$ cat config.mk
export PLATFORM = sky130hd
export DESIGN_NAME = pcm_volume_balance_resampler
export DESIGN_NICKNAME = d
export VERILOG_FILES = /design/src/rtl/core/vbr_pkg.sv /design/src/rtl/core/vbr_muldiv.sv /design/src/rtl/core/pcm_volume_balance_resampler.sv
export SDC_FILE = /design/constraint.sdc
export NUM_CORES = 1
export LEC_CHECK = 0
export ABC_CLOCK_PERIOD_IN_PS = 8000
export BUFFER_PORTS_ARGS = -buffer_cell sky130_fd_sc_hd__buf_2
export CORE_UTILIZATION = 60
export CTS_CLUSTER_SIZE = 30
export DETAILED_ROUTE_END_ITERATION = 7
export GPL_ROUTABILITY_DRIVEN = 1
export PLACE_DENSITY = 0.85
export SKIP_LAST_GASP = 1
export SYNTH_ARGS = -nofsm -noshare
export SYNTH_HDL_FRONTEND = slang
export SYNTH_SLANG_ARGS = --single-unit
$ cat constraint.sdc
create_clock -name clock -period 8 [get_ports clock]
set_input_delay 2 -clock clock [delete_from_list [all_inputs] [get_ports clock]]
set_output_delay 2 -clock clock [all_outputs]
set_load 0.1 [all_outputs]
$ cat src/rtl/core/vbr_pkg.sv
// Shared types, constants and helpers for the PCM volume/balance resampler.
// Depends on nothing; used by vbr_muldiv and pcm_volume_balance_resampler.

package vbr_pkg;

   localparam int unsigned OutputRate    = 48000;
   localparam int unsigned FractionScale = 32768;
   localparam int unsigned MinInputRate  = 8000;
   localparam int unsigned MaxOutFrames  = 6;

   localparam logic [2:0] CSR_VOLUME     = 3'd0;
   localparam logic [2:0] CSR_BALANCE    = 3'd1;
   localparam logic [2:0] CSR_INPUT_RATE = 3'd2;
   localparam logic [2:0] CSR_MONO       = 3'd3;
   localparam logic [2:0] CSR_LED_LOW    = 3'd4;

   typedef struct packed {
      logic signed [15:0] left_in;
      logic signed [15:0] right_in;
      logic               buffer_end;
   } req_payload_type;

   typedef struct packed {
      logic signed [15:0] left_out;
      logic signed [15:0] right_out;
      logic               last;
      logic [7:0]         led_duty;
   } rsp_payload_type;

   // One operation of the serial unit: (a * m + h) / d, truncated.
   typedef struct packed {
      logic [15:0] a;
      logic [15:0] m;
      logic [15:0] h;
      logic [15:0] d;
   } md_cmd_type;

   function automatic logic signed [15:0] sat16(input logic signed [17:0] v);
      logic signed [15:0] r;
      if (v > 18'sd32767) r = 16'sh7fff;
      else if (v < -18'sd32768) r = 16'sh8000;
      else r = v[15:0];
      return r;
   endfunction

   function automatic logic [15:0] mag16(input logic signed [15:0] v);
      logic [15:0] r;
      r = v[15] ? 16'(-v) : 16'(v);
      return r;
   endfunction

endpackage

$ cat src/rtl/core/vbr_muldiv.sv
// Bit-serial multiply-add then restoring divide: q = (a*m + h) / d.
// Depends on vbr_pkg (md_cmd_type). The multiply phase runs first, then the divide phase.

module vbr_muldiv import vbr_pkg::*; (
   input  logic       clock,
   input  logic       reset,
   input  logic       start,
   input  md_cmd_type cmd,
   output logic       done,
   output logic [16:0] quot
);

   logic [31:0] mcand_ff, mcand_in;
   logic [15:0] mplier_ff, mplier_in;
   logic [31:0] acc_ff, acc_in;
   logic [15:0] rem_ff, rem_in;
   logic [15:0] div_ff, div_in;
   logic [4:0]  cnt_ff, cnt_in;
   logic        busy_ff, busy_in;
   logic        dphase_ff, dphase_in;
   logic        done_ff, done_in;
   logic [16:0] trial;
   logic        fits;

   always_comb begin
      mcand_in  = mcand_ff;
      mplier_in = mplier_ff;
      acc_in    = acc_ff;
      rem_in    = rem_ff;
      div_in    = div_ff;
      cnt_in    = cnt_ff;
      busy_in   = busy_ff;
      dphase_in = dphase_ff;
      done_in   = 1'b0;
      trial     = {rem_ff, acc_ff[31]};
      fits      = trial >= {1'b0, div_ff};
      if (start) begin
         mcand_in  = {16'd0, cmd.a};
         mplier_in = cmd.m;
         acc_in    = {16'd0, cmd.h};
         div_in    = cmd.d;
         rem_in    = '0;
         cnt_in    = '0;
         busy_in   = 1'b1;
         dphase_in = 1'b0;
      end else if (busy_ff && !dphase_ff) begin
         // consume one multiplier bit
         if (mplier_ff[0]) acc_in = acc_ff + mcand_ff;
         mcand_in  = {mcand_ff[30:0], 1'b0};
         mplier_in = {1'b0, mplier_ff[15:1]};
         cnt_in    = cnt_ff + 5'd1;
         if (cnt_ff == 5'd15) begin
            dphase_in = 1'b1;
            cnt_in    = '0;
         end
      end else if (busy_ff) begin
         // one quotient bit, shifted in behind the dividend
         acc_in = {acc_ff[30:0], fits};
         rem_in = fits ? 16'(trial - {1'b0, div_ff}) : trial[15:0];
         cnt_in = cnt_ff + 5'd1;
         if (cnt_ff == 5'd31) begin
            busy_in = 1'b0;
            done_in = 1'b1;
         end
      end
   end

   always_ff @(posedge clock) begin
      mcand_ff  <= mcand_in;
      mplier_ff <= mplier_in;
      acc_ff    <= acc_in;
      rem_ff    <= rem_in;
      div_ff    <= div_in;
      cnt_ff    <= cnt_in;
      dphase_ff <= dphase_in;
      if (reset) begin
         busy_ff <= 1'b0;
         done_ff <= 1'b0;
      end else begin
         busy_ff <= busy_in;
         done_ff <= done_in;
      end
   end

   assign done = done_ff;
   assign quot = acc_ff[16:0];

endmodule

$ cat src/rtl/core/pcm_volume_balance_resampler.sv
// Top level: volume, balance, linear resampler to 48 kHz and LED level meter.
// Depends on vbr_pkg and vbr_muldiv.

// Each accepted transaction is one stereo frame. It is scaled by volume/254,
// attenuated on one side by balance, and resampled linearly to 48 kHz,
// producing one to six result transactions, the final one flagged by last.
// All multiplications and divisions run through one bit-serial
// multiply/divide unit; a frame costs two volume operations, one balance
// operation when balance is nonzero, one LED operation on buffer_end, and
// three operations per interpolated output frame. At 48 kHz input the
// resampler is bypassed. The request channel stalls during reset and while a
// frame is being worked; the result register frees the block to accept the
// next frame while the final result waits. The CSR port is ready whenever
// reset is low and must only be written while idle.

module pcm_volume_balance_resampler import vbr_pkg::*; (
   input  logic            clock,
   input  logic            reset,
   input  logic            req_valid,
   output logic            req_stall,
   input  req_payload_type req_payload,
   output logic            rsp_valid,
   input  logic            rsp_stall,
   output rsp_payload_type rsp_payload,
   input  logic            csr_valid,
   output logic            csr_ready,
   input  logic [2:0]      csr_index,
   input  logic [15:0]     csr_data
);

   typedef enum logic [3:0] {
      ST_IDLE, ST_VOL_L, ST_VOL_R, ST_BAL, ST_PEAK, ST_LED,
      ST_ROUTE, ST_FRAC, ST_INT_L, ST_INT_R, ST_EMIT
   } state_type;

   localparam logic [16:0] OutRate17 = 17'(OutputRate);

   state_type        state_ff, state_in;
   logic             go_ff, go_in;
   logic signed [15:0] left_ff, left_in, right_ff, right_in;
   logic             bend_ff, bend_in;
   logic [15:0]      peak_ff, peak_in;
   logic [7:0]       env_ff, env_in;
   logic             hvalid_ff, hvalid_in;
   logic signed [15:0] hist_l_ff, hist_l_in, hist_r_ff, hist_r_in;
   logic [15:0]      nphase_ff, nphase_in;
   logic [15:0]      phase_ff, phase_in;
   logic [15:0]      frac_ff, frac_in;
   logic signed [15:0] out_l_ff, out_l_in, out_r_ff, out_r_in;
   logic             olast_ff, olast_in;
   logic [2:0]       cnt_ff, cnt_in;
   logic             rvalid_ff, rvalid_in;
   rsp_payload_type  rsp_ff, rsp_in;
   logic [7:0]       vol_ff, vol_in;
   logic signed [5:0] bal_ff, bal_in;
   logic [15:0]      rate_ff, rate_in;
   logic             mono_ff, mono_in;
   logic             alow_ff, alow_in;
   // set when the current frame went through the interpolation path
   logic             interp_ff, interp_in;

   md_cmd_type       cmd;
   logic             md_start, md_done;
   logic [16:0]      md_quot;
   logic             op_sign;
   logic signed [17:0] sq;
   logic signed [5:0] bclamp;
   logic [4:0]       att;
   logic signed [16:0] diff_l, diff_r;
   logic [15:0]      pk;
   logic [7:0]       target;
   logic [16:0]      phase_nx;
   logic             out_free;

   vbr_muldiv u_md (
      .clock (clock),
      .reset (reset),
      .start (md_start),
      .cmd   (cmd),
      .done  (md_done),
      .quot  (md_quot)
   );

   // balance limited to sixteenths; attenuation factor is 16 - |balance|
   always_comb begin
      if (bal_ff < -6'sd16) bclamp = -6'sd16;
      else if (bal_ff > 6'sd16) bclamp = 6'sd16;
      else bclamp = bal_ff;
      att = bclamp[5] ? 5'(6'sd16 + bclamp) : 5'(6'sd16 - bclamp);
   end

   assign diff_l   = {left_ff[15], left_ff} - {hist_l_ff[15], hist_l_ff};
   assign diff_r   = {right_ff[15], right_ff} - {hist_r_ff[15], hist_r_ff};
   assign phase_nx = {1'b0, phase_ff} + {1'b0, rate_ff};
   assign out_free = !rvalid_ff || !rsp_stall;
   assign pk       = (mag16(left_ff) > mag16(right_ff)) ? mag16(left_ff)
                                                        : mag16(right_ff);
   assign target   = (md_quot > 17'd255) ? 8'hff : md_quot[7:0];

   // operand select for the serial unit
   always_comb begin
      cmd     = '0;
      op_sign = 1'b0;
      case (state_ff)
         ST_VOL_L: begin
            cmd     = '{a: mag16(left_ff), m: {8'd0, vol_ff}, h: 16'd127, d: 16'd254};
            op_sign = left_ff[15];
         end
         ST_VOL_R: begin
            cmd     = '{a: mag16(right_ff), m: {8'd0, vol_ff}, h: 16'd127, d: 16'd254};
            op_sign = right_ff[15];
         end
         ST_BAL: begin
            cmd.a   = bclamp[5] ? mag16(right_ff) : mag16(left_ff);
            cmd.m   = {11'd0, att};
            cmd.h   = 16'd8;
            cmd.d   = 16'd16;
            op_sign = bclamp[5] ? right_ff[15] : left_ff[15];
         end
         ST_LED: begin
            cmd = '{a: peak_ff, m: 16'd255, h: 16'd16384, d: 16'd32768};
         end
         ST_FRAC: begin
            cmd = '{a: phase_ff, m: 16'(FractionScale), h: 16'(OutputRate / 2),
                    d: 16'(OutputRate)};
         end
         ST_INT_L: begin
            cmd.a   = diff_l[16] ? 16'(-diff_l) : diff_l[15:0];
            cmd.m   = frac_ff;
            cmd.h   = 16'(FractionScale / 2);
            cmd.d   = 16'(FractionScale);
            op_sign = diff_l[16];
         end
         ST_INT_R: begin
            cmd.a   = diff_r[16] ? 16'(-diff_r) : diff_r[15:0];
            cmd.m   = frac_ff;
            cmd.h   = 16'(FractionScale / 2);
            cmd.d   = 16'(FractionScale);
            op_sign = diff_r[16];
         end
         default: ;
      endcase
      sq = op_sign ? -$signed({1'b0, md_quot}) : $signed({1'b0, md_quot});
   end

   assign md_start = !go_ff && (state_ff inside {ST_VOL_L, ST_VOL_R, ST_BAL, ST_LED,
                                                 ST_FRAC, ST_INT_L, ST_INT_R});

   always_comb begin
      state_in  = state_ff;
      go_in     = go_ff;
      left_in   = left_ff;
      right_in  = right_ff;
      bend_in   = bend_ff;
      peak_in   = peak_ff;
      env_in    = env_ff;
      hvalid_in = hvalid_ff;
      hist_l_in = hist_l_ff;
      hist_r_in = hist_r_ff;
      nphase_in = nphase_ff;
      phase_in  = phase_ff;
      frac_in   = frac_ff;
      out_l_in  = out_l_ff;
      out_r_in  = out_r_ff;
      olast_in  = olast_ff;
      cnt_in    = cnt_ff;
      rvalid_in = rvalid_ff && rsp_stall;
      rsp_in    = rsp_ff;
      vol_in    = vol_ff;
      bal_in    = bal_ff;
      rate_in   = rate_ff;
      mono_in   = mono_ff;
      alow_in   = alow_ff;

      if (md_start) go_in = 1'b1;
      if (md_done) go_in = 1'b0;

      case (state_ff)
         ST_IDLE: begin
            if (req_valid) begin
               left_in  = req_payload.left_in;
               right_in = mono_ff ? req_payload.left_in : req_payload.right_in;
               bend_in  = req_payload.buffer_end;
               state_in = ST_VOL_L;
            end
         end
         ST_VOL_L: begin
            if (md_done) begin
               left_in  = sat16(sq);
               state_in = ST_VOL_R;
            end
         end
         ST_VOL_R: begin
            if (md_done) begin
               right_in = sat16(sq);
               state_in = (bclamp != 6'sd0) ? ST_BAL : ST_PEAK;
            end
         end
         ST_BAL: begin
            if (md_done) begin
               if (bclamp[5]) right_in = sat16(sq);
               else left_in = sat16(sq);
               state_in = ST_PEAK;
            end
         end
         ST_PEAK: begin
            if (pk > peak_ff) peak_in = pk;
            state_in = bend_ff ? ST_LED : ST_ROUTE;
         end
         ST_LED: begin
            if (md_done) begin
               // attack at once, decay by four per buffer
               if (target >= env_ff) env_in = target;
               else if (env_ff > 8'd4) env_in = env_ff - 8'd4;
               else env_in = '0;
               peak_in  = '0;
               state_in = ST_ROUTE;
            end
         end
         ST_ROUTE: begin
            out_l_in = left_ff;
            out_r_in = right_ff;
            olast_in = 1'b1;
            cnt_in   = '0;
            if (rate_ff == 16'(OutputRate)) begin
               state_in = ST_EMIT;
            end else if (!hvalid_ff) begin
               hvalid_in = 1'b1;
               hist_l_in = left_ff;
               hist_r_in = right_ff;
               nphase_in = rate_ff;
               state_in  = ST_EMIT;
            end else begin
               phase_in = nphase_ff;
               state_in = ST_FRAC;
            end
         end
         ST_FRAC: begin
            if (md_done) begin
               frac_in  = md_quot[15:0];
               state_in = ST_INT_L;
            end
         end
         ST_INT_L: begin
            if (md_done) begin
               out_l_in = sat16($signed({{2{hist_l_ff[15]}}, hist_l_ff}) + sq);
               state_in = ST_INT_R;
            end
         end
         ST_INT_R: begin
            if (md_done) begin
               out_r_in = sat16($signed({{2{hist_r_ff[15]}}, hist_r_ff}) + sq);
               olast_in = (phase_nx > OutRate17) ||
                          (cnt_ff == 3'(MaxOutFrames - 1));
               state_in = ST_EMIT;
            end
         end
         ST_EMIT: begin
            if (out_free) begin
               rvalid_in          = 1'b1;
               rsp_in.left_out    = out_l_ff;
               rsp_in.right_out   = out_r_ff;
               rsp_in.last        = olast_ff;
               rsp_in.led_duty    = alow_ff ? ~env_ff : env_ff;
               if (olast_ff) begin
                  state_in = ST_IDLE;
               end else begin
                  phase_in = phase_nx[15:0];
                  cnt_in   = cnt_ff + 3'd1;
                  state_in = ST_FRAC;
               end
            end
         end
         default: state_in = ST_IDLE;
      endcase

      // history update at the end of an interpolated frame
      if (state_ff == ST_EMIT && out_free && olast_ff && interp_ff) begin
         nphase_in = 16'(phase_nx - OutRate17);
         hist_l_in = left_ff;
         hist_r_in = right_ff;
      end

      if (csr_valid) begin
         case (csr_index)
            CSR_VOLUME:  vol_in  = csr_data[7:0];
            CSR_BALANCE: bal_in  = csr_data[5:0];
            CSR_INPUT_RATE: begin
               if (csr_data >= 16'(MinInputRate) && csr_data <= 16'(OutputRate)) begin
                  rate_in   = csr_data;
                  hvalid_in = 1'b0;
                  hist_l_in = '0;
                  hist_r_in = '0;
                  nphase_in = '0;
               end
            end
            CSR_MONO:    mono_in = csr_data[0];
            CSR_LED_LOW: alow_in = csr_data[0];
            default: ;
         endcase
      end
   end

   always_comb begin
      interp_in = interp_ff;
      if (state_ff == ST_ROUTE) interp_in = 1'b0;
      if (state_ff == ST_FRAC) interp_in = 1'b1;
   end

   always_ff @(posedge clock) begin
      left_ff  <= left_in;
      right_ff <= right_in;
      bend_ff  <= bend_in;
      phase_ff <= phase_in;
      frac_ff  <= frac_in;
      out_l_ff <= out_l_in;
      out_r_ff <= out_r_in;
      olast_ff <= olast_in;
      cnt_ff   <= cnt_in;
      rsp_ff   <= rsp_in;
      if (reset) begin
         state_ff  <= ST_IDLE;
         go_ff     <= 1'b0;
         interp_ff <= 1'b0;
         peak_ff   <= '0;
         env_ff    <= '0;
         hvalid_ff <= 1'b0;
         hist_l_ff <= '0;
         hist_r_ff <= '0;
         nphase_ff <= '0;
         rvalid_ff <= 1'b0;
         vol_ff    <= 8'd192;
         bal_ff    <= '0;
         rate_ff   <= 16'(OutputRate);
         mono_ff   <= 1'b0;
         alow_ff   <= 1'b0;
      end else begin
         state_ff  <= state_in;
         go_ff     <= go_in;
         interp_ff <= interp_in;
         peak_ff   <= peak_in;
         env_ff    <= env_in;
         hvalid_ff <= hvalid_in;
         hist_l_ff <= hist_l_in;
         hist_r_ff <= hist_r_in;
         nphase_ff <= nphase_in;
         rvalid_ff <= rvalid_in;
         vol_ff    <= vol_in;
         bal_ff    <= bal_in;
         rate_ff   <= rate_in;
         mono_ff   <= mono_in;
         alow_ff   <= alow_in;
      end
   end

   assign req_stall   = reset || (state_ff != ST_IDLE);
   assign rsp_valid   = rvalid_ff;
   assign rsp_payload = rsp_ff;
   assign csr_ready   = !reset;

endmodule
## Word-level counts from Yosys, hierarchy flattened

Index checks and enable logic that the tools add are counted.

- Divide/modulo/power cells: 0
- Shift operators: 0
- Bitwise operators: 3
- Order comparisons: 17
- Reduce and logical (&&, ||, !) cells: 53
- Eq/ne operators: 36
- $mul: 0
- Add/sub/neg operators: 18
- Muxes and demuxes: 112

Operators with widths:

| operator | number |
|---|---|
| $mux W16 | 55 |
| $pmux W64 S7 | 1 |
| $pmux W16 S2 | 4 |
| $mux W32 | 3 |
| $pmux W16 S3 | 2 |
| $neg A16 Y16 | 4 |
| $gt A18 B16 Y1 const B | 3 |
| $lt A18 B16 Y1 const B | 3 |
| $mux W4 | 11 |
| $pmux W4 S11 | 1 |
| $add A16 B18 Y18 | 2 |
| $sub A16 B16 Y17 | 2 |
| $add A32 B32 Y32 | 1 |
| $gt A16 B16 Y1 | 2 |
| $mux W8 | 4 |
| $reduce_and A2 Y1 | 14 |
| $mux W5 | 4 |
| $mux W18 | 1 |
| $ne A2 B2 Y1 const B | 9 |
| $neg A17 Y18 | 1 |
| $add A16 B16 Y17 | 1 |
| $ge A17 B16 Y1 | 1 |
| $gt A17 B16 Y1 const B | 1 |
| $gt A17 B8 Y1 const B | 1 |
| other kinds (49) | 108 |

- Flip-flop bits (word level): 374
- Bits in latches: 0
- Memories: 0
- ROM bits: 0
- Logic and storage cells: 278
- Memory bits (writable): 0

## Longest topological paths before layout

Gate-level depths: netlist of run 1.

- Word-level depth: 12
- Depth in mapped cells: 31
- Depth with buffers taken out: 28

## By module

A second synthesis of run 1 with hierarchy kept.

- Cells, all modules: 2777
- Area, all modules: 25167.9 sq um

Modules (own cells, without submodules):

| module | sequential area each (sq um) | area an instance (sq um) | cells each | times used |
|---|---|---|---|---|
| pcm_volume_balance_resampler | 6506.2 | 17872.1 | 2005 | 1 |
| vbr_muldiv | 3042.9 | 7295.7 | 772 | 1 |

## Least setup slack after synthesis of run 1

No wires, ideal clock.

- Kind: register to register
- Start point: reg right_ff[1]
- End point: reg peak_ff[10]
- Arrival time: 5.866 ns
- Stages on the path, launching flop included: 29
- Slack: 2.074 ns
- Library setup time: 0.060 ns
- Cells stage by stage: edfxtp_1 > inv_1 > ha_1 > nand2_1 > o31ai_1 > a21boi_0 > xnor2_1 > inv_1 > ha_1 > a21o_1 > a21o_1 > a21o_1 > a21oi_1 > nor2b_1 > nor4_1 > o21ai_1 > mux2_2 > ha_1 > nor2b_1 > o21a_1 > o21a_1 > o21a_1 > o21ai_0 > nand2b_1 > a211oi_1 > o21bai_1 > a211oi_1 > clkbuf_1 > a22o_1

- Longest elaborated chain between the ends: 7
- Elaborated cells between the ends (all ways): 9

RTL lines:

| item | RTL line | source |
|---|---|---|
| start, declared | pcm_volume_balance_resampler.sv:40 | `logic signed [15:0] left_ff, left_in, right_ff, right_in;` |
| start signal, assigned | pcm_volume_balance_resampler.sv:312 | `right_ff <= right_in;` |
| $neg A16 Y16 | vbr_pkg.sv:48 | `r = v[15] ? 16'(-v) : 16'(v);` |
| $mux W16 (*) | vbr_pkg.sv:48 |  |
| $gt A16 B16 Y1 | pcm_volume_balance_resampler.sv:96 | `assign pk = (mag16(left_ff) > mag16(right_ff)) ? mag16(left_ff)` |
| $mux W16 (*) | pcm_volume_balance_resampler.sv:96 |  |
| $gt A16 B16 Y1 | pcm_volume_balance_resampler.sv:207 | `if (pk > peak_ff) peak_in = pk;` |
| $ne A2 B2 Y1 (no line) | -- |  |
| $reduce_and A3 Y1 (no line) | -- |  |
| end signal, assigned | pcm_volume_balance_resampler.sv:341 | `peak_ff <= peak_in;` |
| end, declared | pcm_volume_balance_resampler.sv:42 | `logic [15:0] peak_ff, peak_in;` |

Mark *: on every way between the ends. The rest lies on a longest branch, timed or not. The select of a mux whose other input is x is not followed.
A chain may end at the register's enable or synchronous reset.

## Worst setup path after layout of run 1

- Start point: reg right_ff[0]
- End point: reg out_r_ff[6], data pin

- Longest elaborated chain between the ends: 9
- Elaborated cells between the ends (all ways): 10

RTL lines:

| item | RTL line | source |
|---|---|---|
| $sub A16 B16 Y17 (*) | pcm_volume_balance_resampler.sv:93 | `assign diff_r = {right_ff[15], right_ff} - {hist_r_ff[15], hist_r_ff};` |
| $pmux W1 S5 (*) | pcm_volume_balance_resampler.sv:104 | `case (state_ff)` |
| $mux W18 (*) | pcm_volume_balance_resampler.sv:143 | `sq = op_sign ? -$signed({1'b0, md_quot}) : $signed({1'b0, md_quot});` |
| $add A16 B18 Y18 (*) | pcm_volume_balance_resampler.sv:252 | `out_r_in = sat16($signed({{2{hist_r_ff[15]}}, hist_r_ff}) + sq);` |
| $lt A18 B16 Y1 | vbr_pkg.sv:41 | `else if (v < -18'sd32768) r = 16'sh8000;` |
| $mux W16 | vbr_pkg.sv:41 |  |
| $mux W16 (*) | vbr_pkg.sv:40 | `if (v > 18'sd32767) r = 16'sh7fff;` |
| $mux W16 (*) | pcm_volume_balance_resampler.sv:251 | `if (md_done) begin` |
| $pmux W16 S2 (*) | pcm_volume_balance_resampler.sv:178 | `case (state_ff)` |
| net out_r_in[6] | pcm_volume_balance_resampler.sv:49 | `logic signed [15:0] out_l_ff, out_l_in, out_r_ff, out_r_in;` |
| end signal, assigned | pcm_volume_balance_resampler.sv:317 | `out_r_ff <= out_r_in;` |
| end, declared | pcm_volume_balance_resampler.sv:49 |  |

Mark *: on every way through the listed nets, which the timed path passes. The rest lies on a longest branch. The select of a mux whose other input is x is not followed.

==> out/metrics.json, run 1 <==
{
  "routing": {
    "drtAntennaViolNets": 0,
    "first_iter_violations": 2356,
    "routedWlPerCell_microns": 21.7,
    "drt_drc_violations_left": 0,
    "detailroute.via_count": 22400,
    "totalWireLength_mm": 74.2,
    "first_pass_detailed_route_iteration_total": 8,
    "avgViaCountPerCell": 6.57
  },
  "floorplanning": {
    "floorplan.rows": 74,
    "die_h_microns": 206,
    "num_io_pins": 101,
    "placeableCoreArea_sq_mm": 0.0408,
    "fp.dieArea_sq_mm": 0.0423,
    "initial_utilization": 0.609,
    "floorplan.die.width_microns": 206
  },
  "cts": {
    "htree_levels": 2,
    "tritoncts": "yes",
    "clk_root_buffer_cell": "sky130_fd_sc_hd__clkbuf_16",
    "clock_insertion_delay_worst_skew_ns": 0.57,
    "ctsResizeCount": 0,
    "numClockSinks": 363,
    "clock_transition_at_the_register_clock_pins_on_the_worst_setup_and_hold_paths_after_cts_ns": 0.06,
    "cts_inserted_buffers": 40,
    "cts_post_setup_buffers_inserted": 0,
    "hold_buffers": 0,
    "ctsLongestPathBuffers": 3
  },
  "min_path": {
    "startpoint_of_the_tightest_hold_check_path": "out_r_ff[6]",
    "hold_path_depth": 0,
    "min_to": "rsp_payload[15]",
    "holdCritPathClass": "flop to flop"
  },
  "placed_design": {
    "port_buffers": 100,
    "gp_congestion": 1.07,
    "place.detailed.hpwl_mm": 54.9
  },
  "critical_path": {
    "cp.required_ns": 8.36,
    "timing.reg2reg.setup_slack_ns": 0.87,
    "worst-path-max-fanout": 15,
    "endpoint_kind": "flop",
    "worstReg2RegStart": "right_ff[0]",
    "timing.critical_path.arrival_ns": 7.49,
    "regToRegEndpoint": "out_r_ff[6]",
    "crit_path_kind": "flop to flop",
    "worstSetupStartpointType": "flop",
    "worst-r2r-cell-count": 23
  },
  "sta": {
    "clock-skew-final_ns": 0.0174,
    "final.hold.worst_slack_ns": 0.418,
    "maxSlewViolCount": 0,
    "hold_viol": 0,
    "max_slew.worst_pin.slew_ns": 1.17,
    "maxClockFrequency_mhz": 140,
    "setup_total_negative_slack_ns": 0,
    "final-setup-viol-count": 0,
    "post-route-period-util": 0.891,
    "rsz_0062_raised_after_global_routing": "no",
    "maxSlewHeadroom": 0.215,
    "post-route-min-period_ns": 7.13
  },
  "power_and_ir_drop": {
    "vdd_drop_max_mv": 0.270,
    "static-leakage-power_nw": 10.4,
    "powerDensity_mw_per_mm2": 389
  },
  "final_layout": {
    "multi_input_area_sq_mm": 0.0147,
    "finalNetCount": 3090,
    "antenna_cells": 0,
    "max_reg_flops": 41,
    "area_growth_pct": 9.01,
    "final_core_utilization": 0.664,
    "fillCellCount": 3240,
    "seq_cell_area_sq_mm": 0.00922,
    "drive_gt1_frac": 0.0959
  },
  "global_route": {
    "via_count_of_the_first_global_routing_pass": 21200,
    "grt_overflow": 0,
    "grt_antenna_before_repair": 1,
    "grt_first_pass_wirelength_mm": 115,
    "pin_count_of_the_biggest_net_entering_global_routing": 49,
    "groute.usage.overall": 0.349
  },
  "synthesis": {
    "synth_enable_flop_cells": 195,
    "synth-warning-count": 0,
    "synth-seq-area-share": 0.371,
    "postSynthCellCount": 2794,
    "mappedNetlistNets": 3037,
    "synth.ff_latch_count": 363,
    "synth_area_sq_mm": 0.0249,
    "synth-main-ff-cell": "sky130_fd_sc_hd__edfxtp_1",
    "async_flop_share": 0,
    "synth_area_per_cell_sq_um": 8.90,
    "synth.distinct_cells": 104
  },
  "run_status": {
    "status": "finished, final reports clean"
  },
  "run": {
    "drv.max_cap_violation_count": 0
  }
}
[synthesized netlist by cell type (10+ instances only)]
library cell	n	area, sq um
sky130_fd_sc_hd__mux2i_1	74	741
sky130_fd_sc_hd__nand3_1	51	255
sky130_fd_sc_hd__o31ai_1	15	113
sky130_fd_sc_hd__nor2b_1	52	325
sky130_fd_sc_hd__nand2_1	341	1280
sky130_fd_sc_hd__a21oi_1	249	1250
sky130_fd_sc_hd__xnor2_1	90	788
sky130_fd_sc_hd__a31oi_1	21	131
sky130_fd_sc_hd__or2_2	16	100
sky130_fd_sc_hd__o211ai_1	16	120
sky130_fd_sc_hd__nor3_1	61	305
sky130_fd_sc_hd__nand2b_1	28	175
sky130_fd_sc_hd__a211oi_1	61	458
sky130_fd_sc_hd__nor4_1	18	113
sky130_fd_sc_hd__edfxtp_1	195	5860
sky130_fd_sc_hd__xor2_1	75	657
sky130_fd_sc_hd__o221ai_1	24	210
sky130_fd_sc_hd__inv_1	136	510
sky130_fd_sc_hd__a22o_1	15	131
sky130_fd_sc_hd__and3_1	17	106
sky130_fd_sc_hd__mux2_2	19	214
sky130_fd_sc_hd__o21ai_0	182	911
sky130_fd_sc_hd__nor2_1	198	743
sky130_fd_sc_hd__o22ai_1	10	62.6
sky130_fd_sc_hd__buf_1	11	41.3
sky130_fd_sc_hd__a21o_1	43	323
sky130_fd_sc_hd__buf_2	17	85.1
sky130_fd_sc_hd__ha_1	179	2240
sky130_fd_sc_hd__or3_1	23	144
sky130_fd_sc_hd__clkbuf_1	82	308
sky130_fd_sc_hd__a22oi_1	10	75.1
sky130_fd_sc_hd__o21ai_1	13	65.1
sky130_fd_sc_hd__dfxtp_1	168	3360
sky130_fd_sc_hd__a221oi_1	23	201
sky130_fd_sc_hd__nand4_1	19	119
sky130_fd_sc_hd__o21a_1	36	270
[critical path: stages (launching register included)]
cell and delay (ns):
sky130_fd_sc_hd__edfxtp_1 0.49, sky130_fd_sc_hd__inv_1 0.23, sky130_fd_sc_hd__ha_1 0.21, sky130_fd_sc_hd__inv_1 0.05
sky130_fd_sc_hd__fa_1 0.42, sky130_fd_sc_hd__a2111o_1 0.43, sky130_fd_sc_hd__o311ai_4 0.14, sky130_fd_sc_hd__a311oi_4 0.20
sky130_fd_sc_hd__o32ai_4 0.43, sky130_fd_sc_hd__o31ai_4 0.18, sky130_fd_sc_hd__nand2_1 0.38, sky130_fd_sc_hd__nand2_1 0.13
sky130_fd_sc_hd__xnor2_1 0.47, sky130_fd_sc_hd__ha_1 0.38, sky130_fd_sc_hd__a21o_1 0.21, sky130_fd_sc_hd__a21oi_1 0.23
sky130_fd_sc_hd__a2bb2oi_1 0.25, sky130_fd_sc_hd__a31oi_1 0.13, sky130_fd_sc_hd__nor2_1 0.38, sky130_fd_sc_hd__xnor2_1 0.22
sky130_fd_sc_hd__nor2_1 0.08, sky130_fd_sc_hd__a221oi_2 0.82, sky130_fd_sc_hd__a21oi_1 0.15, sky130_fd_sc_hd__o21ai_0 0.29
[cells by family after synthesis]
kind of cell / count (synthesis) / synth area share
AO/OA/AOI/OAI: 846 / 0.225
XOR/XNOR: 168 / 0.0613
adder cells (fa/ha/maj): 186 / 0.0957
buffers and inverters: 252 / 0.0401
flip-flops: 363 / 0.371
multiplexers: 93 / 0.0384
AND/OR/NAND/NOR: 886 / 0.169
[placed cells by master, fill, tap and decap left out, types with 43 or more instances in the layout]
master and count:
sky130_fd_sc_hd__xor2_1 75, sky130_fd_sc_hd__a21oi_1 248, sky130_fd_sc_hd__mux2i_1 74, sky130_fd_sc_hd__ha_1 179, sky130_fd_sc_hd__nor3_1 60, sky130_fd_sc_hd__nor2b_1 49
sky130_fd_sc_hd__nand3_1 51, sky130_fd_sc_hd__buf_2 100, sky130_fd_sc_hd__o21ai_0 182, sky130_fd_sc_hd__xnor2_1 90, sky130_fd_sc_hd__a21o_1 43, sky130_fd_sc_hd__nor2_1 196
sky130_fd_sc_hd__dfxtp_1 168, sky130_fd_sc_hd__edfxtp_1 195, sky130_fd_sc_hd__inv_1 136, sky130_fd_sc_hd__nand2_1 341, sky130_fd_sc_hd__a211oi_1 61
[layout make-up]
type	count	share of cell area
inverters	137	0.0190
clock inverters	22	0.00826
well taps	532	0.0246
repair buffers	126	0.0257
clock buffers	52	0.0405
multi-input cells	2179	0.542
flip-flops and latches	363	0.340
[how the worst max path moves through the flow]
| stage | cells after the start | endpoint | startpoint | slack, ns |
|---|---|---|---|---|
| floorplan | 28 | peak_ff[10] | right_ff[1] | 2.07 |
| finish | 23 | out_r_ff[6] | right_ff[0] | 0.87 |
| global placement | 22 | out_r_ff[2] | right_ff[0] | 1.42 |
| global route | 23 | out_r_ff[6] | left_ff[0] | 0.41 |
| detailed placement | 22 | out_r_ff[6] | right_ff[0] | 1.06 |
| CTS | 22 | out_r_ff[6] | right_ff[0] | 1.03 |
[per-layer routing]
metal	vias to the layer above	track usage	share of wire
met4	2	0.177	0.054
met3	269	0.0708	0.092
met1	10600	0.446	0.40
met2	1145	0.561	0.45
met5	-	0	0.00018
li1	10400	-	-
[power breakdown]
| part | leakage (nW) | switching (W) | internal, W |
|---|---|---|---|
| Combinational | 6.56 | 0.00365 | 0.00203 |
| Clock | 0.654 | 0.000794 | 0.00110 |
| Sequential | 3.18 | 0.000491 | 0.00248 |
| Total | 10.4 | 0.00494 | 0.00562 |
[per-stage QoR]
stage | power (W) | cells | setup slack [ns] | instance area, sq um
2_1_floorplan | 0.00688 | 2794 | 2.07 | 24900
3_3_place_gp | 0.00827 | 3337 | 1.42 | 25800
3_5_place_dp | 0.00843 | 3337 | 1.06 | 25800
4_1_cts | 0.0104 | 3411 | 1.03 | 27100
5_1_grt | 0.0111 | 3411 | 0.405 | 27100
6_report | 0.0106 | 3411 | 0.875 | 27100
Note: power is estimated with default switching activity, not from simulation.
==> run 2: changes to the inputs <==
--- a/config.mk
+++ b/config.mk
@@ -5,7 +5,7 @@
 export SDC_FILE = /design/constraint.sdc
 export NUM_CORES = 1
 export LEC_CHECK = 0
-export ABC_CLOCK_PERIOD_IN_PS = 8000
+export ABC_CLOCK_PERIOD_IN_PS = 8900
 export BUFFER_PORTS_ARGS = -buffer_cell sky130_fd_sc_hd__buf_2
 export CORE_UTILIZATION = 60
 export CTS_CLUSTER_SIZE = 30
==> constraint.sdc (replaced) <==
create_clock -name clock -period 8.9 [get_ports clock]
set_input_delay 2.225 -clock clock [delete_from_list [all_inputs] [get_ports clock]]
set_output_delay 2.225 -clock clock [all_outputs]
set_load 0.1 [all_outputs]
==> run 2 against run 1 <==
Hold slack better by 0.0014 ns. Sequential power is 10% lower. Count of clock-buffer cells in the layout is 4 higher. Total power is 9.8% lower. Sequential share of layout area hardly changed. Global-route usage is 0.55 points higher. Fmax hardly changed. Non-clock buffer count is 3 lower. Critical path type unchanged. Via count hardly changed.
==> out/metrics.json, run 2 (synthesized netlist as in run 1, its figures left out) <==
{
  "run_status": {
    "status": "finished, final reports clean"
  },
  "floorplanning": {
    "placeableCoreArea_sq_mm": 0.0408,
    "fp.dieArea_sq_mm": 0.0423,
    "num_io_pins": 101,
    "floorplan.die.width_microns": 206,
    "initial_utilization": 0.609,
    "floorplan.rows": 74,
    "die_h_microns": 206
  },
  "critical_path": {
    "crit_path_cell_trace": "inv_1, ha_1, inv_1, fa_1, a211oi_2, o211ai_1, and4b_1, o41ai_4, nand3_2, nand2_1, nand2_1, xnor2_1, ha_1, a21o_1, a21oi_1, a2bb2oi_1, a31oi_1, nor2_1, o21ai_0, xnor2_4, o21ai_4, o21ai_0",
    "cpPeakStageDelay_ns": 0.56,
    "worst-r2r-cell-count": 22,
    "worstReg2RegStart": "left_ff[0]",
    "timing.critical_path.arrival_ns": 7.42,
    "endpoint_kind": "flop",
    "timing.reg2reg.setup_slack_ns": 1.77,
    "crit_path_kind": "flop to flop",
    "cp.required_ns": 9.19,
    "worst_path_max_delay_cell": "sky130_fd_sc_hd__o21ai_4",
    "regToRegEndpoint": "out_r_ff[5]",
    "worst-path-max-fanout": 17,
    "worstSetupStartpointType": "flop"
  },
  "final_layout": {
    "mostFrequentLayoutCell": "sky130_fd_sc_hd__nand2_1",
    "layout.cells.most_common_list": "341 x sky130_fd_sc_hd__nand2_1, 248 x sky130_fd_sc_hd__a21oi_1, 196 x sky130_fd_sc_hd__nor2_1",
    "finalNetCount": 3089,
    "area_growth_pct": 9.05,
    "final_core_utilization": 0.664,
    "antenna_cells": 0,
    "drive_gt1_frac": 0.0962,
    "max_reg_flops": 41
  },
  "power_and_ir_drop": {
    "static-leakage-power_nw": 10.4,
    "swShare": 0.470,
    "share_seq_of_total_power": 0.280,
    "cell_internal_pwr_w": 0.00505,
    "power.share.combinational": 0.539,
    "clock_share_of_power": 0.182,
    "p_total_w": 0.00952,
    "vdd_drop_max_mv": 0.180,
    "powerDensity_mw_per_mm2": 351,
    "power.net_switching_w": 0.00447
  },
  "placed_design": {
    "detailedPlace.worstSlack_ns": 1.98,
    "place.detailed.hpwl_mm": 55.7,
    "port_buffers": 100,
    "gp_congestion": 1.08
  },
  "routing": {
    "drt_drc_violations_left": 0,
    "totalWireLength_mm": 75.4,
    "avgViaCountPerCell": 6.58,
    "first_pass_detailed_route_iteration_total": 6,
    "first_iter_violations": 2401,
    "drtAntennaViolNets": 0,
    "routedWlPerCell_microns": 22.1,
    "detailroute.via_count": 22400
  },
  "global_route": {
    "grt_antenna_before_repair": 3,
    "grt_first_pass_wirelength_mm": 116,
    "grt_overflow": 0,
    "groute.usage.overall": 0.355,
    "via_count_of_the_first_global_routing_pass": 20800,
    "pin_count_of_the_biggest_net_entering_global_routing": 67
  },
  "sta": {
    "finalWorstSetupSlack_ns": 1.77,
    "max_slew.worst_pin.slew_ns": 1.18,
    "setup_total_negative_slack_ns": 0,
    "maxSlewHeadroom": 0.213,
    "post-route-min-period_ns": 7.13,
    "maxClockFrequency_mhz": 140,
    "final-setup-viol-count": 0,
    "final.hold.worst_slack_ns": 0.419,
    "post-route-period-util": 0.801,
    "maxSlewViolCount": 0,
    "rsz_0062_raised_after_global_routing": "no",
    "clock-skew-final_ns": 0.0197,
    "hold_viol": 0
  },
  "cts": {
    "clock_transition_at_the_register_clock_pins_on_the_worst_setup_and_hold_paths_after_cts_ns": 0.07,
    "cts_post_setup_buffers_inserted": 0,
    "ctsLongestPathBuffers": 3,
    "cts_inserted_buffers": 42,
    "ctsResizeCount": 0,
    "clk_root_buffer_cell": "sky130_fd_sc_hd__clkbuf_16",
    "numClockSinks": 363,
    "clock_insertion_delay_worst_skew_ns": 0.58,
    "tritoncts": "yes",
    "hold_buffers": 0,
    "htree_levels": 2
  },
  "min_path": {
    "holdCritPathClass": "flop to flop",
    "startpoint_of_the_tightest_hold_check_path": "out_r_ff[7]",
    "hold_path_depth": 0,
    "min_to": "rsp_payload[16]"
  },
  "run": {
    "drv.max_cap_violation_count": 0
  }
}
run 2: changes by cell type in the layout (fill, tap and decap cells not counted), sizes merged:
cell | previous run | this run
clkbuf | 52 | 56
buf | 126 | 123
bufinv | 4 | 2
clkinv | 14 | 13
clkinvlp | 0 | 1
inv | 141 | 142
run 2: per-layer routing:
metal | track usage | up-vias | routed length [microns]
li1 | - | 10400 | -
met3 | 0.0787 | 251 | 7450
met2 | 0.553 | 1157 | 33600
met4 | 0.168 | 6 | 3700
met5 | 0 | - | 41
met1 | 0.467 | 10600 | 30600
run 2: cell type report:
cell class / instances / area [sq um]
well taps: 532 / 666
multi-input cells: 2179 / 14700
fillers: 3223 / 13700
repair buffers: 123 / 673
clock buffers: 56 / 1180
clock inverters: 21 / 176
inverters: 137 / 514
flip-flops and latches: 363 / 9220
run 2: worst max-delay path by stage:
| stage | start | endpoint | slack, ns | cells past startpoint |
|---|---|---|---|---|
| 5_1_grt | left_ff[0] | out_r_ff[5] | 1.32 | 22 |
| 6_report | left_ff[0] | out_r_ff[5] | 1.77 | 22 |
| 4_1_cts | left_ff[0] | out_r_ff[5] | 1.94 | 22 |
| 3_3_place_gp | left_ff[0] | out_r_ff[6] | 2.24 | 22 |
| 2_1_floorplan | right_ff[1] | peak_ff[10] | 2.97 | 28 |
| 3_5_place_dp | left_ff[0] | out_r_ff[5] | 1.98 | 22 |
run 2: through the flow:
step                      instance area [sq um]  cells
after floorplan                           24900   2794
after detailed placement                  25800   3334
after CTS                                 27100   3411
after global placement                    25800   3334
after global routing                      27100   3411
final                                     27100   3411
run 2: worst max-delay path, delay by kind of cell, from the launching register on:
kind                       cells  cell delay [ns]
and+or+nand+nor                5             1.46
DFF                            1             0.47
xor gates and xnor gates       2             0.77
adders and majority gates      3             1.03
buffers and inverters          2             0.35
AOI/OAI and AO/OA             10             2.73
run 2: power by group through the flow:
| stage | registers (W) | logic, W | clock network, W |
|---|---|---|---|
| global route | 0.00268 | 0.00554 | 0.00180 |
| CTS | 0.00264 | 0.00498 | 0.00174 |
| floorplan | 0.00253 | 0.00366 | 0 |
| detailed placement | 0.00267 | 0.00494 | 0 |
| finish | 0.00266 | 0.00513 | 0.00173 |
| global placement | 0.00265 | 0.00483 | 0 |
